==> src/rtl/core/lkc_pkg.sv <==
// Shared types and constants for the LRU key cache.
package lkc_pkg;

  localparam int CAP_W = 5;
  localparam logic [CAP_W-1:0] CAP_RESET = 5'd16;
  localparam logic [31:0] GEN_FIRST = 32'd1;

  localparam logic CMD_LOOKUP = 1'b0;
  localparam logic CMD_CLEAR  = 1'b1;

  typedef struct packed {
    logic        command;
    logic [63:0] key;
  } req_t;

  typedef struct packed {
    logic        hit;
    logic [31:0] generation;
    logic [31:0] hit_total;
    logic [31:0] miss_total;
  } rsp_t;

  typedef struct packed {
    logic key;
    logic gen;
    logic rank;
  } store_we_t;

  typedef enum logic [4:0] {
    ST_IDLE   = 5'b00001,
    ST_SCAN   = 5'b00010,
    ST_UPDATE = 5'b00100,
    ST_INSERT = 5'b01000,
    ST_RESULT = 5'b10000
  } state_t;

endpackage

==> src/rtl/core/lkc_store.sv <==
// Slot memories: key, generation and age rank, one read and one write port each.
module lkc_store #(
  parameter int ENTRIES = 16,
  parameter int AW      = 4
) (
  input  logic                    clk,
  input  logic [AW-1:0]           rd_addr,
  input  logic [AW-1:0]           wr_addr,
  input  lkc_pkg::store_we_t      we,
  input  logic [63:0]             wr_key,
  input  logic [31:0]             wr_gen,
  input  logic [AW-1:0]           wr_rank,
  output logic [63:0]             rd_key,
  output logic [31:0]             rd_gen,
  output logic [AW-1:0]           rd_rank
);
  import lkc_pkg::*;

  logic [63:0]   key_mem  [ENTRIES];
  logic [31:0]   gen_mem  [ENTRIES];
  logic [AW-1:0] rank_mem [ENTRIES];

  always_ff @(posedge clk) begin
    if (we.key) begin
      key_mem[wr_addr] <= wr_key;
    end
    rd_key <= key_mem[rd_addr];
  end

  always_ff @(posedge clk) begin
    if (we.gen) begin
      gen_mem[wr_addr] <= wr_gen;
    end
    rd_gen <= gen_mem[rd_addr];
  end

  always_ff @(posedge clk) begin
    if (we.rank) begin
      rank_mem[wr_addr] <= wr_rank;
    end
    rd_rank <= rank_mem[rd_addr];
  end

endmodule

==> src/rtl/core/lkc_ctrl.sv <==
// Sequencer and shared slot unit: walks the slots to match, age, evict and insert.
module lkc_ctrl #(
  parameter int ENTRIES = 16,
  parameter int AW      = 4
) (
  input  logic                clk,
  input  logic                rst,
  input  logic                req_valid,
  output logic                req_ready,
  input  lkc_pkg::req_t       req,
  output logic                rsp_valid,
  input  logic                rsp_ready,
  output lkc_pkg::rsp_t       rsp,
  input  logic [AW:0]         cap,
  output logic [AW-1:0]       rd_addr,
  output logic [AW-1:0]       wr_addr,
  output lkc_pkg::store_we_t  we,
  output logic [63:0]         wr_key,
  output logic [31:0]         wr_gen,
  output logic [AW-1:0]       wr_rank,
  input  logic [63:0]         rd_key,
  input  logic [31:0]         rd_gen,
  input  logic [AW-1:0]       rd_rank
);
  import lkc_pkg::*;

  localparam int IW = AW + 1;

  state_t               state;
  logic [IW-1:0]        idx;
  logic                 live;
  logic [AW-1:0]        paddr;
  logic [ENTRIES-1:0]   valid;
  logic [63:0]          key_q;
  logic                 found;
  logic                 have_free;
  logic [AW-1:0]        fslot;
  logic [AW-1:0]        frank;
  logic [31:0]          fgen;
  logic [31:0]          hits_seen;
  logic [31:0]          misses_seen;
  logic [31:0]          next_gen;

  logic                 walk_end;
  logic                 slot_v;
  logic                 match;
  logic [IW-1:0]        rank_inc;
  logic                 evict;
  logic                 older;
  logic                 rsp_load;

  assign req_ready = (state == ST_IDLE);
  assign walk_end  = (idx == IW'(ENTRIES));
  assign rd_addr   = walk_end ? '0 : idx[AW-1:0];
  assign slot_v    = valid[paddr];
  assign match     = live && slot_v && (rd_key == key_q);
  assign rank_inc  = {1'b0, rd_rank} + IW'(1);
  // a miss keeps only ranks below cap-1; a zero cap drops everything
  assign evict     = !found && (rank_inc >= cap);
  assign older     = (rd_rank < frank);
  assign rsp_load  = (state == ST_RESULT) && (!rsp_valid || rsp_ready);

  always_comb begin
    we      = '0;
    wr_addr = paddr;
    wr_key  = key_q;
    wr_gen  = next_gen;
    wr_rank = '0;
    if (state == ST_UPDATE && live && slot_v) begin
      if (found) begin
        if (paddr == fslot) begin
          we.rank = 1'b1;
        end else if (older) begin
          we.rank = 1'b1;
          wr_rank = rank_inc[AW-1:0];
        end
      end else if (!evict) begin
        we.rank = 1'b1;
        wr_rank = rank_inc[AW-1:0];
      end
    end
    if (state == ST_INSERT) begin
      we      = '{key: 1'b1, gen: 1'b1, rank: 1'b1};
      wr_addr = fslot;
    end
  end

  always_ff @(posedge clk) begin
    if (rst) begin
      state       <= ST_IDLE;
      valid       <= '0;
      hits_seen   <= '0;
      misses_seen <= '0;
      next_gen    <= GEN_FIRST;
      rsp_valid   <= 1'b0;
      live        <= 1'b0;
      idx         <= '0;
      found       <= 1'b0;
      have_free   <= 1'b0;
    end else begin
      if (rsp_load) begin
        rsp_valid <= 1'b1;
      end else if (rsp_ready) begin
        rsp_valid <= 1'b0;
      end
      unique case (state)
        ST_IDLE: begin
          if (req_valid) begin
            key_q     <= req.key;
            idx       <= '0;
            live      <= 1'b0;
            found     <= 1'b0;
            have_free <= 1'b0;
            if (req.command == CMD_CLEAR) begin
              valid       <= '0;
              hits_seen   <= '0;
              misses_seen <= '0;
              next_gen    <= GEN_FIRST;
              fgen        <= '0;
              state       <= ST_RESULT;
            end else begin
              state <= ST_SCAN;
            end
          end
        end
        ST_SCAN: begin
          if (match) begin
            found <= 1'b1;
            fslot <= paddr;
            frank <= rd_rank;
            fgen  <= rd_gen;
          end
          if (walk_end) begin
            idx   <= '0;
            live  <= 1'b0;
            state <= ST_UPDATE;
          end else begin
            idx   <= idx + IW'(1);
            live  <= 1'b1;
            paddr <= idx[AW-1:0];
          end
        end
        ST_UPDATE: begin
          if (live && slot_v && evict) begin
            valid[paddr] <= 1'b0;
          end
          // remember the lowest slot that is empty once this walk is done
          if (live && !found && !have_free && (!slot_v || evict)) begin
            have_free <= 1'b1;
            fslot     <= paddr;
          end
          if (walk_end) begin
            idx  <= '0;
            live <= 1'b0;
            if (found) begin
              hits_seen <= hits_seen + 32'd1;
              state     <= ST_RESULT;
            end else begin
              state <= ST_INSERT;
            end
          end else begin
            idx   <= idx + IW'(1);
            live  <= 1'b1;
            paddr <= idx[AW-1:0];
          end
        end
        ST_INSERT: begin
          valid[fslot] <= 1'b1;
          misses_seen  <= misses_seen + 32'd1;
          next_gen     <= next_gen + 32'd1;
          fgen         <= next_gen;
          state        <= ST_RESULT;
        end
        ST_RESULT: begin
          // hold until the output register is free
          if (rsp_load) begin
            rsp   <= '{hit: found, generation: fgen,
                       hit_total: hits_seen, miss_total: misses_seen};
            state <= ST_IDLE;
          end
        end
        default: begin
          state <= ST_IDLE;
        end
      endcase
    end
  end

endmodule

==> src/rtl/core/lru_key_cache.sv <==
// LRU key cache top level: capacity register, sequencer and slot memories.
//
// Request beats (req_valid/req_ready) carry a command and a 64-bit key.
// A lookup either finds the key (hit, returns its generation, makes it most
// recent) or misses, evicts least-recent entries down to below the
// capacity and inserts the key with the next generation. A clear command
// empties the cache and zeroes the counters. Every request gives exactly
// one response beat (rsp_valid/rsp_ready) with the running hit and miss
// totals. The capacity register is written through cap_we/cap_data;
// the user must write it only while the block is idle, which the block
// does not enforce; values above ENTRIES act as ENTRIES. One slot unit
// walks all ENTRIES slots twice per lookup, one slot per cycle through
// the registered memory read: scan walk, update walk, insert on a miss.
// The response appears in the same cycle that the block is ready again.
// The response sits in an output register; if the receiver stalls, the
// finished result waits there and the next request is still taken, but a
// second result holds the sequencer until the first beat leaves.
// Reset empties the cache, zeroes the counters, sets the next generation
// to 1 and the capacity to 16; no clearing pass is needed.
module lru_key_cache #(
  parameter int ENTRIES = 16
) (
  input  logic                            clk,
  input  logic                            rst,
  input  logic                            req_valid,
  output logic                            req_ready,
  input  lkc_pkg::req_t                   req,
  output logic                            rsp_valid,
  input  logic                            rsp_ready,
  output lkc_pkg::rsp_t                   rsp,
  input  logic                            cap_we,
  input  logic [lkc_pkg::CAP_W-1:0]       cap_data
);
  import lkc_pkg::*;

  localparam int AW = $clog2(ENTRIES);
  localparam int CW = (AW + 1 > CAP_W) ? AW + 1 : CAP_W;

  logic [CAP_W-1:0] capacity;
  logic [CW-1:0]    cap_wide;
  logic [CW-1:0]    cap_sat;
  logic [AW:0]      cap_lim;

  logic [AW-1:0]    rd_addr;
  logic [AW-1:0]    wr_addr;
  store_we_t        we;
  logic [63:0]      wr_key;
  logic [31:0]      wr_gen;
  logic [AW-1:0]    wr_rank;
  logic [63:0]      rd_key;
  logic [31:0]      rd_gen;
  logic [AW-1:0]    rd_rank;

  always_ff @(posedge clk) begin
    if (rst) begin
      capacity <= CAP_RESET;
    end else if (cap_we) begin
      capacity <= cap_data;
    end
  end

  assign cap_wide = CW'(capacity);
  assign cap_sat  = (cap_wide > CW'(ENTRIES)) ? CW'(ENTRIES) : cap_wide;
  assign cap_lim  = cap_sat[AW:0];

  lkc_ctrl #(
    .ENTRIES (ENTRIES),
    .AW      (AW)
  ) u_ctrl (
    .clk       (clk),
    .rst       (rst),
    .req_valid (req_valid),
    .req_ready (req_ready),
    .req       (req),
    .rsp_valid (rsp_valid),
    .rsp_ready (rsp_ready),
    .rsp       (rsp),
    .cap       (cap_lim),
    .rd_addr   (rd_addr),
    .wr_addr   (wr_addr),
    .we        (we),
    .wr_key    (wr_key),
    .wr_gen    (wr_gen),
    .wr_rank   (wr_rank),
    .rd_key    (rd_key),
    .rd_gen    (rd_gen),
    .rd_rank   (rd_rank)
  );

  lkc_store #(
    .ENTRIES (ENTRIES),
    .AW      (AW)
  ) u_store (
    .clk     (clk),
    .rd_addr (rd_addr),
    .wr_addr (wr_addr),
    .we      (we),
    .wr_key  (wr_key),
    .wr_gen  (wr_gen),
    .wr_rank (wr_rank),
    .rd_key  (rd_key),
    .rd_gen  (rd_gen),
    .rd_rank (rd_rank)
  );

  // an accepted request always keeps the sequencer busy for the next cycle
  a_busy_after_accept: assert property (@(posedge clk) disable iff (rst)
    req_valid && req_ready |=> !req_ready)
    else $error("request taken while previous one still in work");

  // a fresh response beat only comes out of a busy sequencer
  a_rsp_from_work: assert property (@(posedge clk) disable iff (rst)
    $rose(rsp_valid) |-> !$past(req_ready))
    else $error("response produced without work");

  // a clear response is all zero
  a_clear_zero: assert property (@(posedge clk) disable iff (rst)
    req_valid && req_ready && (req.command == CMD_CLEAR) ##1 !rsp_valid || rsp_ready
    |=> rsp_valid && !rsp.hit && (rsp.generation == 32'd0) && (rsp.hit_total == 32'd0)
        && (rsp.miss_total == 32'd0))
    else $error("clear response not zero");

endmodule

==> config.mk <==
export PLATFORM = sky130hd
export DESIGN_NAME = lru_key_cache
export DESIGN_NICKNAME = d
export VERILOG_FILES = /design/src/rtl/core/lkc_pkg.sv /design/src/rtl/core/lkc_store.sv /design/src/rtl/core/lkc_ctrl.sv /design/src/rtl/core/lru_key_cache.sv
export SDC_FILE = /design/constraint.sdc
export NUM_CORES = 2
export LEC_CHECK = 0
export BUFFER_PORTS_ARGS = -buffer_cell sky130_fd_sc_hd__buf_2
export CAP_MARGIN = 40
export CORE_MARGIN = 2
export CORE_UTILIZATION = 25
export CTS_BUF_LIST = sky130_fd_sc_hd__clkbuf_8
export DETAILED_ROUTE_END_ITERATION = 8
export MAX_ROUTING_LAYER = met4
export PLACE_DENSITY = 0.46
export RECOVER_POWER = 25
export SLEW_MARGIN = 5
export SYNTH_ARGS = -nofsm -noshare
export SYNTH_HDL_FRONTEND = slang
export SYNTH_SLANG_ARGS = --single-unit
==> constraint.sdc <==
create_clock -name clk -period 11.4 [get_ports clk]
set_input_delay 2.28 -clock clk [delete_from_list [all_inputs] [get_ports clk]]
set_output_delay 2.28 -clock clk [all_outputs]
set_load 0.02 [all_outputs]
== Word level (Yosys, flattened, before mapping) ==
Memories as Yosys holds them, arrays and structs flattened. A register that Yosys moved wholly into a read port is not among the register bits.
Index checks and enable logic that the tools add are counted.
Widths: inputs -> output; s select.
Storage, ports and cells
  input bits: 75
  RAM bits: 1600
  memories kept: 3
  bits in latches: 0
  word-level logic and storage cells: 160
  ROM bits: 0
  bits in registers: 336
Cells by class
  shifts and indexed selects: 0
  equal/unequal tests: 17
  mux-type cells: 63
  $lt $le $gt $ge: 7
  bitwise gates (word level): 5
  div/mod/pow operators: 0
  add/sub/neg operators: 5
  reduce and logical (&&, ||, !) cells: 40
  multipliers: 0
Memories
  u_store.key_mem: depth 16, bits a word 64, rd ports 1, clocked after Yosys merged registers in 1, wr ports 1, line lkc_store.sv:19  | logic [63:0] key_mem [ENTRIES];
  u_store.gen_mem: depth 16, bits a word 32, rd ports 1, clocked after Yosys merged registers in 1, wr ports 1, line lkc_store.sv:20  | logic [31:0] gen_mem [ENTRIES];
  u_store.rank_mem: depth 16, bits a word 4, rd ports 1, clocked after Yosys merged registers in 1, wr ports 1, line lkc_store.sv:21  | logic [AW-1:0] rank_mem [ENTRIES];
Operator list (number)
  $mux 32: 7
  $pmux 32 s2: 3
  $add 32x1->32 const B: 3
  $pmux 32 s3: 1
  $eq 64x64->1: 1
  $mux 16: 3
  $pmux 16 s3: 1
  $mux 5: 9
  $mux 4: 9
  $pmux 5 s5: 1
  $reduce_and 3->1: 7
  $mux 1: 20
  $and 16x16->16: 1
  $not 16->16: 1
  $or 16x16->16: 1
  $logic_and 1x1->1: 12
  $ne 2x1->1 const B: 6
  $reduce_and 4->1: 3
  $reduce_bool 2->1: 6
  $eq 5x5->1 const B: 2
  $lt 4x5->1 const B: 2
  $pmux 5 s2: 1
  $reduce_and 5->1: 2
  $demux 1 s4: 2
  other kinds (22): 33

== Longest topological paths before layout ==
  word-level depth: 10
  depth in mapped cells: 13
  gate-level depth less buffers: 8

== Hierarchy ==
From an unflattened synthesis, not the netlist that was laid out.
Second synthesis, totals
  cells, all modules: 3733
  area total of the unflattened synthesis: 75695.1 sq um
By module, submodules not included
  lkc_store: cells each 2608, seq. area each 50048.0 sq um, times used 1, area each 61951.9 sq um
  lkc_ctrl: cells each 1104, seq. area each 8678.3 sq um, times used 1, area each 13533.0 sq um
  lru_key_cache: cells each 21, seq. area each 100.1 sq um, times used 1, area each 210.2 sq um

== Worst setup path after synthesis ==
Ideal clock, no wire load.
  path kind: input -> register
  from: input port rsp_ready
  to: register, netlist name u_ctrl.rsp[0]
  arrival: 6.544 ns
  setup slack: 4.302 ns
  cell stages on the path: 3
  setup time: 0.554 ns
  path buffers: 0
  path through: nand2b_1 -> nand2_1 -> nor2_1
On the way
  cells in the longest elaborated chain, start to end: 3
Ends and longest elaborated chain
  start, declared: line lru_key_cache.sv:29  | input logic rsp_ready,
  $logic_or 1x1->1: line lkc_ctrl.sv:61  | assign rsp_load = (state == ST_RESULT) && (!rsp_valid || rsp_ready);
  $logic_and 1x1->1: line lkc_ctrl.sv:61
  $reduce_and 3->1 (no source line)
Every way passes these cells.
A chain may end at the register's enable or synchronous reset.

== Worst setup path after layout ==
  from: register u_ctrl.idx[2]
  to: register u_store.rd_key[31] (read register of u_store.key_mem)
On the way
  cells in the longest elaborated chain, start to end: 2
Ends and longest elaborated chain
  start, declared: line lkc_ctrl.sv:30  | logic [IW-1:0] idx;
  start signal, assigned: line lkc_ctrl.sv:138  | idx <= idx + IW'(1);
  start signal, assigned: line lkc_ctrl.sv:162  | idx <= idx + IW'(1);
  $eq 5x5->1: line lkc_ctrl.sv:53  | assign walk_end = (idx == IW'(ENTRIES));
  $mux 4 *: line lkc_ctrl.sv:54  | assign rd_addr = walk_end ? '0 : idx[AW-1:0];
  end, declared: line lkc_store.sv:13  | output logic [63:0] rd_key,
Every way passes the cells marked *; elsewhere a longest branch is shown, timed or not.

==> impl_metrics.json <==
{
  "start_kind": "register",
  "ff2ff_path_depth": 8,
  "yosysSeqAreaShare_pct": 74.93,
  "die_area_mm2": 0.3185,
  "synth_top_area_share_pct": 69.04,
  "crit_slowest_cell": "dfxtp_4",
  "pin_count": 174,
  "synth_area_per_cell_um2": 14.72,
  "drtAntennaViolNets": 0,
  "viasPerCell": 4.650,
  "fin_crit_ns": 4.641,
  "max_stage_delay_ns": 0.83,
  "hold_class": "register to register",
  "vias": 46630,
  "initial_core_util_pct": 25.15,
  "gp_congestion": 0.7516,
  "period_share_pct": 40.71,
  "wl_per_cell_um": 22.54,
  "die_h_um": 564.4,
  "layout_setup_ws_ns": 6.759,
  "yosys_register_bits": 2036,
  "fp.coreArea_mm2": 0.3122,
  "grt_setup_unrepaired": "no",
  "synth_fp_nets": 5424,
  "stdcell_count": 10030,
  "clock-root-buffer": "clkbuf_8",
  "grt_usage_pct": 14.20,
  "ctsLongestPathBuffers": 4,
  "total_power_mw": 14.83,
  "leakage_nw": 29.24,
  "synth-edff-count": 1805,
  "hpwl_um": 115300,
  "synth_top_cell_by_area": "edfxtp_1",
  "path_clk_slew_ns": 0.06,
  "ff_latch_area_mm2": 0.05884,
  "path_cells": "buf_4, buf_4, buf_4, buf_4, o21ai_0, a31oi_1, a311oi_1, a31oi_1",
  "cp_common_cell": "buf_4",
  "finClkSkew_ns": 0.09387,
  "path_buf_inv": 4,
  "timing_worst_slew_pin_value_ns": 1.191,
  "multi_input_area_mm2": 0.01841,
  "clock_latency_ns": 0.95,
  "routed_wl_um": 226000,
  "status": "finished, final reports clean",
  "fin_nets": 5701,
  "htreeDepth": 5,
  "grt_max_degree": 177,
  "drive_gt1_share_pct": 16.18,
  "dp_cells": 9418,
  "die_w_um": 564.4,
  "finalSetupViolCount": 0,
  "grt_pass1_vias": 46980,
  "place_area_mm2": 0.08496,
  "cp-end-kind": "register",
  "yosysWarnings": 0,
  "fmax_mhz": 215.5,
  "cp_top_family": "buffers and inverters",
  "cts_num_sinks": 2036,
  "peakVddDrop_mv": 0.08121,
  "overflow": 0,
  "cp.depth": 8,
  "synth_area_leaders": "edfxtp_1 (69%), dfxtp_1 (5.9%), mux2_2 (2.9%), nand2_1 (2.8%), mux2i_1 (2.6%)",
  "post-route-util_pct": 29.21,
  "post_cts_resized": 0,
  "holdPathStages": 0,
  "relSlewSlack_pct": 20.62,
  "synth_flop_cell": "edfxtp_1",
  "hold_viol_final": 0,
  "power_density_mw_per_mm2": 162.7,
  "fill_cells": 31360,
  "grt_antenna_before_repair": 6,
  "cts_buffers": 331,
  "synthArstFlopShare_pct": 0,
  "dp_worst_setup_slack_ns": 6.621,
  "cap_viol_max_count": 0,
  "final-max-slew-violation-count": 0,
  "stdcell_area_mm2": 0.09119,
  "cts.hold.buffers_added": 0,
  "hold_slack_ns": 0.4163,
  "area_growth_pct": 16.16,
  "worst-setup-path-type": "register to register",
  "finalSetupTns_ns": 0,
  "ys_types": 66,
  "tritoncts": "done",
  "syn_area_mm2": 0.07851,
  "rows": 205,
  "worstPathRequired_ns": 12.22,
  "critical_path_arrival_ns": 5.46,
  "synth_cells": 5335,
  "portBuffers": 173,
  "worstPathMaxFanout": 64,
  "drc_errors": 0,
  "grt_pass1_wl_um": 328400,
  "postCtsSetupBuffers": 0,
  "first_pass_iters": 5,
  "drt_iter0_drc": 4417
}
==> synth_stat cells (4+ instances only) <==
cell type	instances
a22oi_1	4
a21oi_1	142
and4_1	14
o21ai_0	334
a31oi_1	220
mux2i_1	205
a311oi_1	100
or3_1	118
and2_1	16
mux4_2	4
o221ai_1	100
a22o_1	24
ha_1	14
o21a_1	6
nand3_1	148
nor2_1	354
buf_2	8
xor2_1	90
edfxtp_1	1805
nor4_1	30
mux2_2	200
nand2b_1	8
o22a_1	9
nand4_1	19
dfxtp_1	231
nor3_1	31
a211oi_1	5
o211ai_1	11
clkbuf_1	308
buf_1	26
nor2b_1	13
nand2_1	577
xnor2_1	57
o311a_1	5
inv_1	36
and3_1	16
==> metal layers <==
layer / up-vias / part of all wire (%) / global-route usage, %
li1: 20960 / - / -
met1: 24020 / 48 / 19.87
met2: 1311 / 45 / 21.67
met3: 337 / 4.7 / 1.895
met4: 0 / 1.9 / 3.556
met5: - / 0 / -
==> power breakdown <==
part / switching, mW / total, mW / internal [mW]
sequential: 0.125 / 8.33 / 8.21
clock: 2.94 / 6.04 / 3.10
combinational: 0.329 / 0.465 / 0.136
total: 3.40 / 14.8 / 11.4
==> placed cells by master (no fill, tap or decap), types with 6 or more instances in the layout <==
master    Yosys  layout
ha_1         14      14
clkbuf_8      0     377
o21a_1        6       6
nand2_1     577     575
and3_1       16      15
o22a_1        9       9
buf_4         1      65
a31oi_1     220     220
nor3_1       31      30
buf_16        0      17
and2_1       16      14
edfxtp_1   1805    1805
buf_12        0      25
mux2i_1     205     205
nor4_1       30      30
and4_1       14      14
dfxtp_1     231     228
o211ai_1     11      11
clkinv_2      0      22
nand2b_1      8       8
a22o_1       24      24
buf_2         8     175
clkinv_1      1      53
nor2_1      354     336
or3_1       118     118
a21oi_1     142     141
mux2_2      200     200
nand3_1     148     148
inv_1        36     172
nor2b_1      13      13
nor2_4        0      18
o21ai_0     334     334
o221ai_1    100     100
a311oi_1    100     100
xnor2_1      57      57
xor2_1       90      90
nand4_1      19      19
==> cell type report <==
class	count	share of cell area (%)
well taps	4140	5.680
diodes	3	0.008232
clock inverters	228	1.150
clock buffers	377	5.690
inverters	37	0.1578
multi-input cells	2917	20.19
flip-flops and latches	2036	64.52
repair buffers	289	2.604
==> registers in the layout, indices dropped and copies added (netlist names), 16 cells and up <==
name,flops
u_ctrl.fgen,32
u_ctrl.wr_key,64
u_store.rd_gen,32
u_ctrl.wr_gen,32
u_store.rank_mem,64
u_ctrl.valid,16
u_ctrl.hits_seen,32
u_store.key_mem,1024
u_ctrl.misses_seen,32
u_store.rd_key,64
u_ctrl.rsp,97
u_store.gen_mem,512
==> cells by family (layout without fill, tap and decap cells) <==
logic type	count (synthesis)	after routing	synth area share, %
AOI/OAI and AO/OA	986	986	8.020
xor gates and xnor gates	147	147	1.640
adders and majority gates	14	14	0.2231
buffers and inverters	382	931	1.863
DFF	2036	2036	74.93
muxes	409	409	5.597
other	0	3	0
and+or+nand+nor	1361	1361	7.725
==> worst reg2reg max path: cells and delay by family, from the launching register on <==
| kind | cells | cell delay (ns) |
|---|---|---|
| buffers and inverters | 4 | 3.02 |
| DFF | 1 | 0.83 |
| AOI/OAI and AO/OA | 4 | 0.72 |
==> path summary, 6_finish.rpt <==
| path | startpoint | slack [ns] | end |
|---|---|---|---|
| max | u_ctrl.idx[2] | 6.76 | u_store.rd_key[31] |
| min | u_ctrl.fgen[27] | 0.42 | u_ctrl.rsp[91] |
| max reg2reg | u_ctrl.idx[2] | 6.76 | u_store.rd_key[31] |
| min reg2reg | u_ctrl.fgen[27] | 0.42 | u_ctrl.rsp[91] |
Power figures use the tool's default switching activity.
